==> config.mk <==
export PLATFORM = sky130hd
export DESIGN_NAME = corner_autotile_sprite_select
export DESIGN_NICKNAME = d
export VERILOG_FILES = /design/src/design/cass_pkg.sv /design/src/design/corner_autotile_sprite_select.sv /design/src/design/cass_ctrl.sv /design/src/design/cass_datapath.sv
export VERILOG_INCLUDE_DIRS = /design/src /design/src/design
export SDC_FILE = /design/constraint.sdc
export NUM_CORES = 2
export LEC_CHECK = 0
export ABC_AREA = 1
export BUFFER_PORTS_ARGS = -buffer_cell sky130_fd_sc_hd__buf_4
export CELL_PAD_IN_SITES_DETAIL_PLACEMENT = 0
export CELL_PAD_IN_SITES_GLOBAL_PLACEMENT = 1
export CORE_AREA = 2 2 337 339
export CTS_CLUSTER_SIZE = 14
export DETAILED_ROUTE_END_ITERATION = 16
export DIE_AREA = 0 0 339 341
export GPL_TIMING_DRIVEN = 0
export PLACE_DENSITY = 0.71
export SYNTH_ARGS = -nofsm -noshare
export SYNTH_HDL_FRONTEND = slang
export SYNTH_SLANG_ARGS = --single-unit
==> constraint.sdc <==
create_clock -name clk -period 12.7 [get_ports clk]
set_input_delay 1.905 -clock clk [delete_from_list [all_inputs] [get_ports clk]]
set_output_delay 1.905 -clock clk [all_outputs]
set_load 0.02 [all_outputs]
==> src/design/corner_autotile_sprite_select_defines.svh <==
// assertion macros used by the top-level design file
`ifndef CORNER_AUTOTILE_SPRITE_SELECT_DEFINES_SVH
`define CORNER_AUTOTILE_SPRITE_SELECT_DEFINES_SVH

`ifndef ASSERT_OFF

// same-cycle implication, disabled while in reset
`define ASSERT_IMP(label, clk, rst_n, ante, cons) \
	label: assert property (@(posedge clk) disable iff (!rst_n) (ante) |-> (cons)) \
		else $error("assertion failed: same-cycle implication");

// next-cycle implication, disabled while in reset
`define ASSERT_NXT(label, clk, rst_n, ante, cons) \
	label: assert property (@(posedge clk) disable iff (!rst_n) (ante) |=> (cons)) \
		else $error("assertion failed: next-cycle implication");

`else

`define ASSERT_IMP(label, clk, rst_n, ante, cons)
`define ASSERT_NXT(label, clk, rst_n, ante, cons)

`endif

`endif

==> src/design/cass_pkg.sv <==
package cass_pkg;

	localparam int CoordW  = 12;
	localparam int CornerW = 8;
	localparam int TypeW   = 8;
	localparam int SrcXW   = 18;
	localparam int SrcYW   = 10;
	localparam int TileW   = 8;
	localparam int HashW   = 29;
	localparam int QuotW   = 19;
	localparam int RemW    = 11;
	localparam int RndW    = 15;

	// register indexes
	localparam logic [0:0] REG_TILE_WIDTH  = 1'b0;
	localparam logic [0:0] REG_TILE_HEIGHT = 1'b1;

	localparam logic [TileW-1:0] TILE_WIDTH_RST  = 8'd16;
	localparam logic [TileW-1:0] TILE_HEIGHT_RST = 8'd16;

	// diagonal corner masks
	localparam logic [3:0] MASK_DIAG_MAIN = 4'b1001;
	localparam logic [3:0] MASK_DIAG_ANTI = 4'b0110;

	// variant hash constants
	localparam logic [HashW-1:0] HashSeed = 29'd291123835;
	localparam logic [RemW-1:0]  HashMod  = 11'd1221;
	// reciprocal for the modulo, exact for any dividend below 2^29
	localparam logic [29:0]      ModRecip = 30'((64'd1 << 40) / 1221 + 1);
	localparam logic [17:0]      LcgMul   = 18'd214013;
	localparam logic [30:0]      LcgAdd   = 31'd2531011;

	typedef struct packed {
		logic [CoordW-1:0]  cell_x;
		logic [CoordW-1:0]  cell_y;
		logic [CornerW-1:0] corner_top_left;
		logic [CornerW-1:0] corner_top_right;
		logic [CornerW-1:0] corner_bottom_left;
		logic [CornerW-1:0] corner_bottom_right;
	} cell_t;

	typedef struct packed {
		logic [TypeW-1:0] tile_type;
		logic [SrcXW-1:0] source_x;
		logic [SrcYW-1:0] source_y;
		logic             last_sprite;
	} sprite_t;

	typedef enum logic [1:0] {
		ST_IDLE,
		ST_ISSUE,
		ST_DRAIN
	} state_t;

	typedef struct packed {
		logic load;
		logic issue;
	} cass_cmd_t;

	typedef struct packed {
		logic pending;
		logic last;
		logic pipe_busy;
	} cass_stat_t;

	// base sprite cell; col_var adds a variant of 0..1, row_var one of 0..2
	typedef struct packed {
		logic [1:0] col;
		logic [2:0] row;
		logic       col_var;
		logic       row_var;
	} sprite_entry_t;

	function automatic sprite_entry_t sprite_lookup(input logic [3:0] mask);
		sprite_entry_t e;
		unique case (mask)
			4'd1:    e = '{col: 2'd0, row: 3'd0, col_var: 1'b0, row_var: 1'b0};
			4'd2:    e = '{col: 2'd3, row: 3'd0, col_var: 1'b0, row_var: 1'b0};
			4'd3:    e = '{col: 2'd1, row: 3'd0, col_var: 1'b1, row_var: 1'b0};
			4'd4:    e = '{col: 2'd0, row: 3'd4, col_var: 1'b0, row_var: 1'b0};
			4'd5:    e = '{col: 2'd0, row: 3'd1, col_var: 1'b0, row_var: 1'b1};
			4'd7:    e = '{col: 2'd2, row: 3'd3, col_var: 1'b0, row_var: 1'b0};
			4'd8:    e = '{col: 2'd3, row: 3'd4, col_var: 1'b0, row_var: 1'b0};
			4'd10:   e = '{col: 2'd3, row: 3'd1, col_var: 1'b0, row_var: 1'b1};
			4'd11:   e = '{col: 2'd1, row: 3'd3, col_var: 1'b0, row_var: 1'b0};
			4'd12:   e = '{col: 2'd1, row: 3'd4, col_var: 1'b1, row_var: 1'b0};
			4'd13:   e = '{col: 2'd2, row: 3'd2, col_var: 1'b0, row_var: 1'b0};
			4'd14:   e = '{col: 2'd1, row: 3'd2, col_var: 1'b0, row_var: 1'b0};
			4'd15:   e = '{col: 2'd1, row: 3'd1, col_var: 1'b1, row_var: 1'b0};
			// empty and diagonal masks never reach the table
			default: e = '{col: 2'd0, row: 3'd0, col_var: 1'b0, row_var: 1'b0};
		endcase
		return e;
	endfunction

	// residue mod 3 by folding base-4 digits (4 = 1 mod 3)
	function automatic logic [1:0] mod3_15(input logic [RndW-1:0] r);
		logic [15:0] pad;
		logic [4:0]  dsum;
		logic [2:0]  f;
		logic [2:0]  g;
		pad  = {1'b0, r};
		dsum = '0;
		for (int i = 0; i < 8; i++) begin
			dsum = dsum + 5'(pad[2*i +: 2]);
		end
		f = 3'(dsum[1:0]) + 3'(dsum[3:2]) + 3'(dsum[4]);
		g = 3'(f[1:0]) + 3'(f[2]);
		return (g >= 3'd3) ? 2'(g - 3'd3) : g[1:0];
	endfunction

endpackage

==> src/design/corner_autotile_sprite_select.sv <==
// corner autotile sprite selector
// one transaction in: a map cell (position and four corner values, 0 empty,
// else terrain type plus one), taken on a clock edge with start high and busy low
// results out: sprites on result, each marked by result_valid for
// one cycle each; sprites of a cell come back to back in ascending type order,
// the final one flagged by last_sprite; a cell gives zero to four sprites
// config: cfg_write with cfg_index/cfg_data sets tile width (0) or height (1);
// the user is bound to write only while busy is low; the block leaves that to the user
// timing: each sprite passes through the 7-stage hash and lookup pipeline,
// one sprite entering per cycle, and is taken at the clock edge at the end
// of its valid cycle; busy stays high until the last sprite has left the
// pipeline, and an empty cell goes straight from issue to drain to idle
// the receiver cannot hold results off, so nothing ever waits on the output
// reset clears the controller, remain_q and the pipeline valids; sizes go to 16
`include "corner_autotile_sprite_select_defines.svh"

module corner_autotile_sprite_select (
	input  logic                       clk,
	input  logic                       arst_n,
	input  logic                       start,
	output logic                       busy,
	input  cass_pkg::cell_t            map_cell,
	output logic                       result_valid,
	output cass_pkg::sprite_t          result,
	input  logic                       cfg_write,
	input  logic [0:0]                 cfg_index,
	input  logic [cass_pkg::TileW-1:0] cfg_data
);
	import cass_pkg::*;

	cass_cmd_t  cmd;
	cass_stat_t stat;

	// sequencer: loads the cell, issues one sprite per cycle, waits for drain
	cass_ctrl u_ctrl (
		.clk    (clk),
		.arst_n (arst_n),
		.start  (start),
		.stat   (stat),
		.cmd    (cmd),
		.busy   (busy)
	);

	// cell registers, corner scan, variant hash pipeline and output register
	cass_datapath u_datapath (
		.clk          (clk),
		.arst_n       (arst_n),
		.map_cell     (map_cell),
		.cmd          (cmd),
		.stat         (stat),
		.cfg_write    (cfg_write),
		.cfg_index    (cfg_index),
		.cfg_data     (cfg_data),
		.result_valid (result_valid),
		.result       (result)
	);

	// a sprite only ever appears inside a transaction
	`ASSERT_IMP(a_strobe_in_busy, clk, arst_n, result_valid, busy)
	// an accepted cell keeps the block busy on the next cycle
	`ASSERT_NXT(a_accept_busy, clk, arst_n, start && !busy, busy)
	// sprites of one cell follow each other without gaps
	`ASSERT_NXT(a_burst, clk, arst_n, result_valid && !result.last_sprite, result_valid)
	// nothing follows the last sprite straight away
	`ASSERT_NXT(a_last_gap, clk, arst_n, result_valid && result.last_sprite, !result_valid)

endmodule

==> src/design/cass_ctrl.sv <==
module cass_ctrl (
	input  logic                clk,
	input  logic                arst_n,
	input  logic                start,
	input  cass_pkg::cass_stat_t stat,
	output cass_pkg::cass_cmd_t  cmd,
	output logic                busy
);
	import cass_pkg::*;

	state_t state_q;
	state_t state_next;

	always_ff @(posedge clk or negedge arst_n) begin
		if (!arst_n) begin
			state_q <= ST_IDLE;
		end else begin
			state_q <= state_next;
		end
	end

	always_comb begin
		state_next = state_q;
		cmd        = '0;
		unique case (state_q)
			ST_IDLE: begin
				if (start) begin
					cmd.load   = 1'b1;
					state_next = ST_ISSUE;
				end
			end
			ST_ISSUE: begin
				if (stat.pending) begin
					cmd.issue = 1'b1;
					if (stat.last) begin
						state_next = ST_DRAIN;
					end
				end else begin
					state_next = ST_DRAIN;
				end
			end
			ST_DRAIN: begin
				if (!stat.pipe_busy) begin
					state_next = ST_IDLE;
				end
			end
			default: begin
				state_next = ST_IDLE;
			end
		endcase
	end

	assign busy = (state_q != ST_IDLE);

endmodule

==> src/design/cass_datapath.sv <==
module cass_datapath (
	input  logic                       clk,
	input  logic                       arst_n,
	input  cass_pkg::cell_t            map_cell,
	input  cass_pkg::cass_cmd_t        cmd,
	output cass_pkg::cass_stat_t       stat,
	input  logic                       cfg_write,
	input  logic [0:0]                 cfg_index,
	input  logic [cass_pkg::TileW-1:0] cfg_data,
	output logic                       result_valid,
	output cass_pkg::sprite_t          result
);
	import cass_pkg::*;

	// cell registers, held for the whole transaction; remain_q marks corners still to issue
	logic [CoordW-1:0]  x_q;
	logic [CoordW-1:0]  y_q;
	logic [CornerW-1:0] corner_q [4];
	logic [3:0]         remain_q;

	logic [TileW-1:0] tile_width_q;
	logic [TileW-1:0] tile_height_q;

	// sprite selection
	logic [CornerW-1:0] lo;
	logic [3:0]         eq_mask;
	logic [3:0]         spr_mask;
	logic [3:0]         remain_next;
	logic [TypeW-1:0]   issue_type;
	logic [HashW-1:0]   hash0;

	// pipeline
	logic             valid_s1, valid_s2, valid_s3, valid_s4, valid_s5, valid_s6, valid_s7;
	logic [TypeW-1:0] type_s1, type_s2, type_s3, type_s4, type_s5, type_s6;
	logic [3:0]       mask_s1, mask_s2, mask_s3, mask_s4, mask_s5;
	logic             last_s1, last_s2, last_s3, last_s4, last_s5, last_s6;
	logic [HashW-1:0] hash0_s1, hash0_s2, hash0_s3;
	logic [QuotW-1:0] quot_s2;
	logic [RemW-1:0]  rem_s3;
	logic [31:0]      hmix_s4;
	logic [RndW-1:0]  rnd_s5;
	logic [1:0]       col_s6;
	logic [2:0]       row_s6;

	logic [58:0]      quot_prod;
	logic [29:0]      quot_mul;
	logic [HashW-1:0] rem_full;
	logic [31:0]      mixed;
	logic [49:0]      lcg_prod;
	logic [30:0]      lcg_sum;
	sprite_entry_t    entry;
	logic [10:0]      src_y_full;

	// lowest remaining corner value and the corners that share it
	always_comb begin
		lo      = '1;
		eq_mask = '0;
		for (int i = 0; i < 4; i++) begin
			if (remain_q[3-i] && (corner_q[i] < lo)) begin
				lo = corner_q[i];
			end
		end
		for (int i = 0; i < 4; i++) begin
			eq_mask[3-i] = remain_q[3-i] && (corner_q[i] == lo);
		end
		// a diagonal takes its upper corner first, the other one follows
		if (eq_mask == MASK_DIAG_MAIN) begin
			spr_mask = 4'b1000;
		end else if (eq_mask == MASK_DIAG_ANTI) begin
			spr_mask = 4'b0100;
		end else begin
			spr_mask = eq_mask;
		end
		remain_next = remain_q & ~spr_mask;
		issue_type  = lo - 8'd1;
		hash0       = (HashW'(x_q) * 29'd17) ^ (HashW'(y_q) * 29'd11)
		            ^ (HashW'(issue_type) * 29'd7 + HashSeed);
	end

	assign stat.pending   = |remain_q;
	assign stat.last      = (remain_next == 4'b0000);
	assign stat.pipe_busy = valid_s1 | valid_s2 | valid_s3 | valid_s4 | valid_s5
	                      | valid_s6 | valid_s7;

	always_ff @(posedge clk or negedge arst_n) begin
		if (!arst_n) begin
			remain_q      <= '0;
			tile_width_q  <= TILE_WIDTH_RST;
			tile_height_q <= TILE_HEIGHT_RST;
			valid_s1      <= 1'b0;
			valid_s2      <= 1'b0;
			valid_s3      <= 1'b0;
			valid_s4      <= 1'b0;
			valid_s5      <= 1'b0;
			valid_s6      <= 1'b0;
			valid_s7      <= 1'b0;
		end else begin
			if (cmd.load) begin
				remain_q <= {map_cell.corner_top_left != '0, map_cell.corner_top_right != '0,
				             map_cell.corner_bottom_left != '0,
				             map_cell.corner_bottom_right != '0};
			end else if (cmd.issue) begin
				remain_q <= remain_next;
			end
			if (cfg_write) begin
				unique case (cfg_index)
					REG_TILE_WIDTH:  tile_width_q  <= cfg_data;
					REG_TILE_HEIGHT: tile_height_q <= cfg_data;
					default: ;
				endcase
			end
			valid_s1 <= cmd.issue;
			valid_s2 <= valid_s1;
			valid_s3 <= valid_s2;
			valid_s4 <= valid_s3;
			valid_s5 <= valid_s4;
			valid_s6 <= valid_s5;
			valid_s7 <= valid_s6;
		end
	end

	// hash datapath
	assign quot_prod = 59'(hash0_s1) * 59'(ModRecip);
	assign quot_mul  = 30'(quot_s2) * 30'(HashMod);
	assign rem_full  = hash0_s2 - quot_mul[HashW-1:0];
	assign mixed     = ((32'(rem_s3) ^ 32'(hash0_s3) ^ (32'(x_q) * 32'd19))
	                 + 32'(y_q) * 32'd31) + 32'(type_s3);
	assign lcg_prod  = 50'(hmix_s4) * 50'(LcgMul);
	assign lcg_sum   = lcg_prod[30:0] + LcgAdd;
	assign entry     = sprite_lookup(mask_s5);
	assign src_y_full = 11'(row_s6) * 11'(tile_height_q);

	always_ff @(posedge clk) begin
		if (cmd.load) begin
			x_q         <= map_cell.cell_x;
			y_q         <= map_cell.cell_y;
			corner_q[0] <= map_cell.corner_top_left;
			corner_q[1] <= map_cell.corner_top_right;
			corner_q[2] <= map_cell.corner_bottom_left;
			corner_q[3] <= map_cell.corner_bottom_right;
		end

		type_s1  <= issue_type;
		mask_s1  <= spr_mask;
		last_s1  <= stat.last;
		hash0_s1 <= hash0;

		type_s2  <= type_s1;
		mask_s2  <= mask_s1;
		last_s2  <= last_s1;
		hash0_s2 <= hash0_s1;
		quot_s2  <= quot_prod[58:40];

		type_s3  <= type_s2;
		mask_s3  <= mask_s2;
		last_s3  <= last_s2;
		hash0_s3 <= hash0_s2;
		rem_s3   <= rem_full[RemW-1:0];

		type_s4  <= type_s3;
		mask_s4  <= mask_s3;
		last_s4  <= last_s3;
		hmix_s4  <= mixed * 32'd29;

		type_s5  <= type_s4;
		mask_s5  <= mask_s4;
		last_s5  <= last_s4;
		rnd_s5   <= lcg_sum[30:16];

		type_s6  <= type_s5;
		last_s6  <= last_s5;
		col_s6   <= entry.col + (entry.col_var ? {1'b0, rnd_s5[0]} : 2'd0);
		row_s6   <= entry.row + (entry.row_var ? {1'b0, mod3_15(rnd_s5)} : 3'd0);

		result.tile_type   <= type_s6;
		result.source_x    <= SrcXW'({type_s6, col_s6}) * SrcXW'(tile_width_q);
		result.source_y    <= src_y_full[SrcYW-1:0];
		result.last_sprite <= last_s6;
	end

	assign result_valid = valid_s7;

endmodule
* Word level (Yosys, flattened, before mapping)
Memories as Yosys holds them, arrays and structs flattened. A register that Yosys moved wholly into a read port is not among the register bits.
Index checks and enable logic that the tools add are counted.
** Storage, ports and cells
- RAM bits :: 32
- Bits of input ports :: 69
- Logic and storage cells :: 145
- Memory bits (read-only) :: 112
- Output and inout port bits :: 39
- Memories :: 2
- Bits in registers :: 329
** Memory list
- (no name shown) :: depth 16, width 7, read ports 1, clocked after memory_dff 1, wr ports 0, RTL line cass_pkg.sv:76 : unique case (mask)
- u_datapath.corner_q :: depth 4, width 8, read ports 4, clocked after memory_dff 0, wr ports 4, RTL line cass_datapath.sv:18 : logic [CornerW-1:0] corner_q [4];
** Cells by class
- Order comparisons :: 5
- Equality and inequality tests :: 11
- Bitwise gates (word level) :: 13
- Reduce and logical (&&, ||, !) cells :: 20
- $add $sub $neg :: 19
- Multipliers :: 11
- Muxes and demuxes :: 22
** Operators by type and width (number)
- multiplier 29 x 28 -> 57 bit (second input constant) :: 1
- multiplier 12 x 5 -> 17 bit (second input constant) :: 3
- adder 32 x 17 -> 32 bit :: 1
- adder 32 x 8 -> 32 bit :: 1
- == test 8 bit :: 4
- multiplier 32 x 18 -> 31 bit (second input constant) :: 1
- multiplier 32 x 5 -> 32 bit (second input constant) :: 1
- two-way mux 8 bit :: 4
- nonzero test 8 bit :: 4
- bitwise XOR 32 x 17 -> 32 bit :: 1
- adder 31 x 22 -> 31 bit (second input constant) :: 1
- adder 11 x 29 -> 29 bit (second input constant) :: 1
- bitwise XOR 11 x 29 -> 29 bit :: 1
- bitwise XOR 29 bit :: 1
- adder 5 x 2 -> 5 bit :: 5
- < comparator 8 bit :: 3
- multiplier 19 x 11 -> 11 bit (second input constant) :: 1
- multiplier 10 x 8 -> 18 bit :: 1
- bitwise XOR 17 x 16 -> 17 bit :: 1
- multiplier 12 x 4 -> 16 bit (second input constant) :: 1
- two-way mux 4 bit :: 4
- two-way mux 2 bit :: 6
- multiplier 8 x 3 -> 11 bit (second input constant) :: 1
- subtractor 11 bit :: 1
- other kinds (30) :: 52

* Longest topological paths before layout
An unclocked memory read counts as a cell.
- Depth after elaboration :: 24
- Mapped depth :: 53
- Depth with buffers taken out :: 53

* Modules after synthesis
From an unflattened synthesis, not the netlist that was laid out.
** Unflattened totals
- Cell total of the unflattened synthesis :: 4035
- Area total of the unflattened synthesis :: 38753.4 µm²
** By module, submodules not included
- cass_datapath :: cells an instance 4017, times used 1, sequential area each 7124.3 µm², area an instance 38632.1 µm²
- cass_ctrl :: cells an instance 18, times used 1, sequential area each 50.0 µm², area an instance 121.4 µm²

* Worst setup path after synthesis
No wires, ideal clock.
- Path kind :: register to register
- From :: register u_datapath.x_q[1]
- To :: register u_datapath.hmix_s4[28]
- Data arrival time :: 8836 ps
- Path slack :: 3790 ps
- Path buffers :: 0
- Period minus slack after synthesis :: 8910 ps
- Cell stages (with the launch flop) :: 54
- Data required time :: 12626 ps
- Path through :: edfxtp_1 > ha_1 > inv_1 > fa_1 > inv_1 > ha_1 > a21oi_1 > inv_1 > a31oi_1 > inv_1 > a21oi_1 > o21ai_0 > xnor2_1 > xor2_1 > fa_1 > inv_1 > fa_1 > fa_1 > (+18 left out) > o21ai_0 > nor2_1 > inv_1 > a21oi_1 > inv_1 > a21oi_1 > o21ai_0 > nand3_1 > nand2_1 > nand3_1 > nand2_1 > nand3_1 > nand2_1 > nand3_1 > nand2_1 > nand2_1 > inv_1 > o21ai_0
** Between the ends
- Cells in the longest elaborated chain, start to end :: 5
** Ends and longest elaborated chain
- start, declared :: RTL line cass_datapath.sv:16 : logic [CoordW-1:0] x_q;
- start signal, assigned :: RTL line cass_datapath.sv:135 : x_q <= map_cell.cell_x;
- multiplier 12 x 5 -> 17 bit :: RTL line cass_datapath.sv:126 : assign mixed = ((32'(rem_s3) ^ 32'(hash0_s3) ^ (32'(x_q) * 32'd19))
- bitwise XOR 32 x 17 -> 32 bit :: RTL line cass_datapath.sv:126
- adder 32 x 17 -> 32 bit :: RTL line cass_datapath.sv:127 : + 32'(y_q) * 32'd31) + 32'(type_s3);
- adder 32 x 8 -> 32 bit :: RTL line cass_datapath.sv:127
- multiplier 32 x 5 -> 32 bit :: RTL line cass_datapath.sv:163 : hmix_s4 <= mixed * 32'd29;
- end signal, assigned :: RTL line cass_datapath.sv:163
- end, declared :: RTL line cass_datapath.sv:40 : logic [31:0] hmix_s4;
Every way passes these cells.
A chain may end at the register's enable or synchronous reset.

==> metrics.md <==
| Metric | Value |
|---|---|
| RePlAce Congestion | between 0.8 and 0.9 |
| # IOs | between 100 and 150 |
| Post-synth EDFFs | between 50 and 60 |
| Final antenna-violating net count | 0 |
| WP buf/inv | 6 |
| Final Max Slew Viols | 0 |
| Ratio of cells with drive above 1 in the final layout | 0.05584 |
| Fraction of registers with async set/reset | 0.08978 |
| Final worst path period share | 0.8286 |
| Rel. slew slack | 0.1605 |
| PostCTS Resize Cnt | 0 |
| Slew @ Worst Pin | roughly 1.3 ns |
| Total gr overflow | 0 |
| Worst Skew | 0.02910 ns |
| # setup viols final | 0 |
| Final min period | 10.52 ns |
| Final core occ | 0.3845 |
| Synth Flop Type | dfxtp_1 |
| Net total in the final layout | 5,530 |
| Vias in the first global route | around 26,000 |
| Final Hold Viols | 0 |
| Clk slew on worst S/H paths | roughly 0.060 ns |
| Global-route wire length before repair | ~140 mm |
| Largest net degree at the start of global routing | 60 |
| Vias per cell | 4.336 |
| Routed WL | between 80 and 90 mm |
| Root buf cell | clkbuf_16 |
| # rows | 123 |
| Crit-path max FO | 10 |
| CP startpoint kind | flip-flop |
| PortBufs | ~110 |
| Initial antenna violation count | 2 |
| Gate Count Post-Synth | 4,066 |
| Worst path max stage delay | 0.97 ns |
| Drt initial violations | 951 |
| Net Count, Synth | 5,382 |
| Synth area leaders | fa_1 (31%), ha_1 (21%), dfxtp_1 (12%) |
| Die H | around 340 um |
| Residual DRC | 0 |
| 1st-pass router iterations | 5 |
| Core Box Area | 111,900 um2 |
| Critical path class | reg -> reg |
| Seq cells post-synth | 323 |
| CTS buffer count | 39 |
| Clock Tree Buf Depth | 3 |
| Htree depth | 2 |
| Hold WC Path Type | reg -> reg |
| Die area | approximately 120,000 um2 |
| CP top delay family | compound AO/OA/AOI/OAI gates |
| Unique cell type count in the Yosys netlist | 57 |
| Synth Cell Area | slightly below 40,000 um2 |
| Hold Buf Count CTS | 0 |
| CTS Sinks | around 320 |
| Slowest-stage cell, CP | a2111oi_2 |
| Starting Density | 0.3479 |
| Register area share after synthesis | 0.1843 |
| Cell mode on critical path | nand2_1 |
| Synth top area share | 0.3091 |
| Max-Cap Viols | 0 |
| Yosys Warn Count | 0 |
| # Post-CTS Setup Buffers | 0 |
| Avg Inst Size Synth | 9.574 um2 |
| RSZ-0062 raised after global routing | false |
| Routed vias | 24,926 |
| CTS tree | built |
| Final setup TNS | 0 ns |
| Maximum clock rate | 95.03 MHz |
| DR WL/cell | approximately 14 um |
| Die X | between 300 and 400 um |
| Arrival time at the worst endpoint | about 11 ns |
| Global-route usage over all layers | 0.1468 |
| Area leader, netlist | fa_1 |
| Synth-to-Final Area Change | 10.49% |
| Critical Path RT | ~13 ns |
| Outcome | finished, final reports clean |
| Nature of the critical path endpoint | flip-flop |
| Clk_lat worst skew | between 0.6 and 0.7 ns |
| Hpwl dp | between 70 and 80 mm |
[through the flow]
stage	hold slack [ns]	setup WS, ns	cells	area [um2]
after floorplan	0.3096	3.790	4066	38930
after global placement	0.3099	2.303	5673	41610
after detailed placement	0.3121	2.386	5673	41610
after CTS	0.2941	2.313	5744	43000
after global routing	0.3114	1.405	5745	43000
final	0.3059	2.177	5749	43010
[placed cells by master, fill, tap and decap left out, types with 91 or more instances in the layout]
cell,count
ha_1,646
nand2_1,393
xor2_1,153
fa_1,601
dfxtp_1,238
o21ai_0,92
nor2_1,91
a21oi_1,166
inv_1,1219
buf_4,108
nand3_1,97
[cells in the mapped netlist, types with 14 or more instances]
cell      count
dfxtp_1     238
dfrtp_1      27
nor2_1       91
nand2_1     393
o21ai_0      92
nand2_2      25
a21o_1       16
a21oi_1     166
xnor2_1      86
inv_1      1220
edfxtp_1     56
clkbuf_1     16
o21bai_1     14
ha_1        646
fa_1        601
xor2_1      153
nand3_1      97
[worst reg2reg max path: cells and delay by family, from the launching register on]
family,cells,cell delay [ns]
DFF,1,0.41
buffers and inverters,6,0.91
xor gates and xnor gates,2,0.40
adders and majority gates,8,2.74
and+or+nand+nor,20,2.12
AOI/OAI and AO/OA,11,3.81
[layer usage]
| metal | vias to the layer above | global-route usage | share of wire |
|---|---|---|---|
| li1 | 12580 | - | - |
| met1 | 11971 | 0.2052 | 0.48 |
| met2 | 288 | 0.2417 | 0.46 |
| met3 | 87 | 0.01660 | 0.032 |
| met4 | 0 | 0.03815 | 0.021 |
| met5 | - | 0 | 0 |
[kinds of logic after synthesis]
group	synth area share
buffers and inverters	0.1216
xor gates and xnor gates	0.05419
other	0.00009633
AOI/OAI and AO/OA	0.04895
and+or+nand+nor	0.07424
adders and majority gates	0.5167
DFF	0.1843
[registers in the layout, summed over array words and instances, names as in the netlist, 11 cells and up]
signal	cells
u_datapath.hmix_s4	31
u_datapath.x_q	12
u_datapath.corner_q	32
u_datapath.rem_s3	11
u_datapath.rnd_s5	15
u_datapath.hash0_s1	17
u_datapath.y_q	12
u_datapath.hash0_s2	17
u_datapath.result	37
u_datapath.quot_s2	11
u_datapath.hash0_s3	17
[final timing paths]
check,startpoint,to,slack [ns],depth (start not counted)
hold reg to reg,u_datapath.type_s1[4],u_datapath.type_s2[4],0.31,0
max in group asynchronous,arst_n,u_datapath.tile_height_q[4],11.16,1
min in group asynchronous,arst_n,u_datapath.tile_width_q[7],1.22,1
setup reg to reg,u_datapath.corner_q[0][4],u_datapath.hash0_s1[9],2.18,47
hold / removal,u_datapath.type_s1[4],u_datapath.type_s2[4],0.31,0
setup / recovery,u_datapath.corner_q[0][4],u_datapath.hash0_s1[9],2.18,47
[cell type report]
cell class / instances / area (um2)
antenna: 5 / 12.51
buffer: 30 / 148.9
clock buffer: 53 / 1121
clock inverter: 18 / 267.8
fill: 11351 / 68870
inverter: 1221 / 4586
multi-input combinational: 2492 / 27020
sequential: 323 / 7174
tap: 1500 / 1877
timing repair buffer: 107 / 803.3
Power is left out: the tool's default activity adds up to more than one toggle a clock period on the data nets, which glitch-free logic cannot reach.
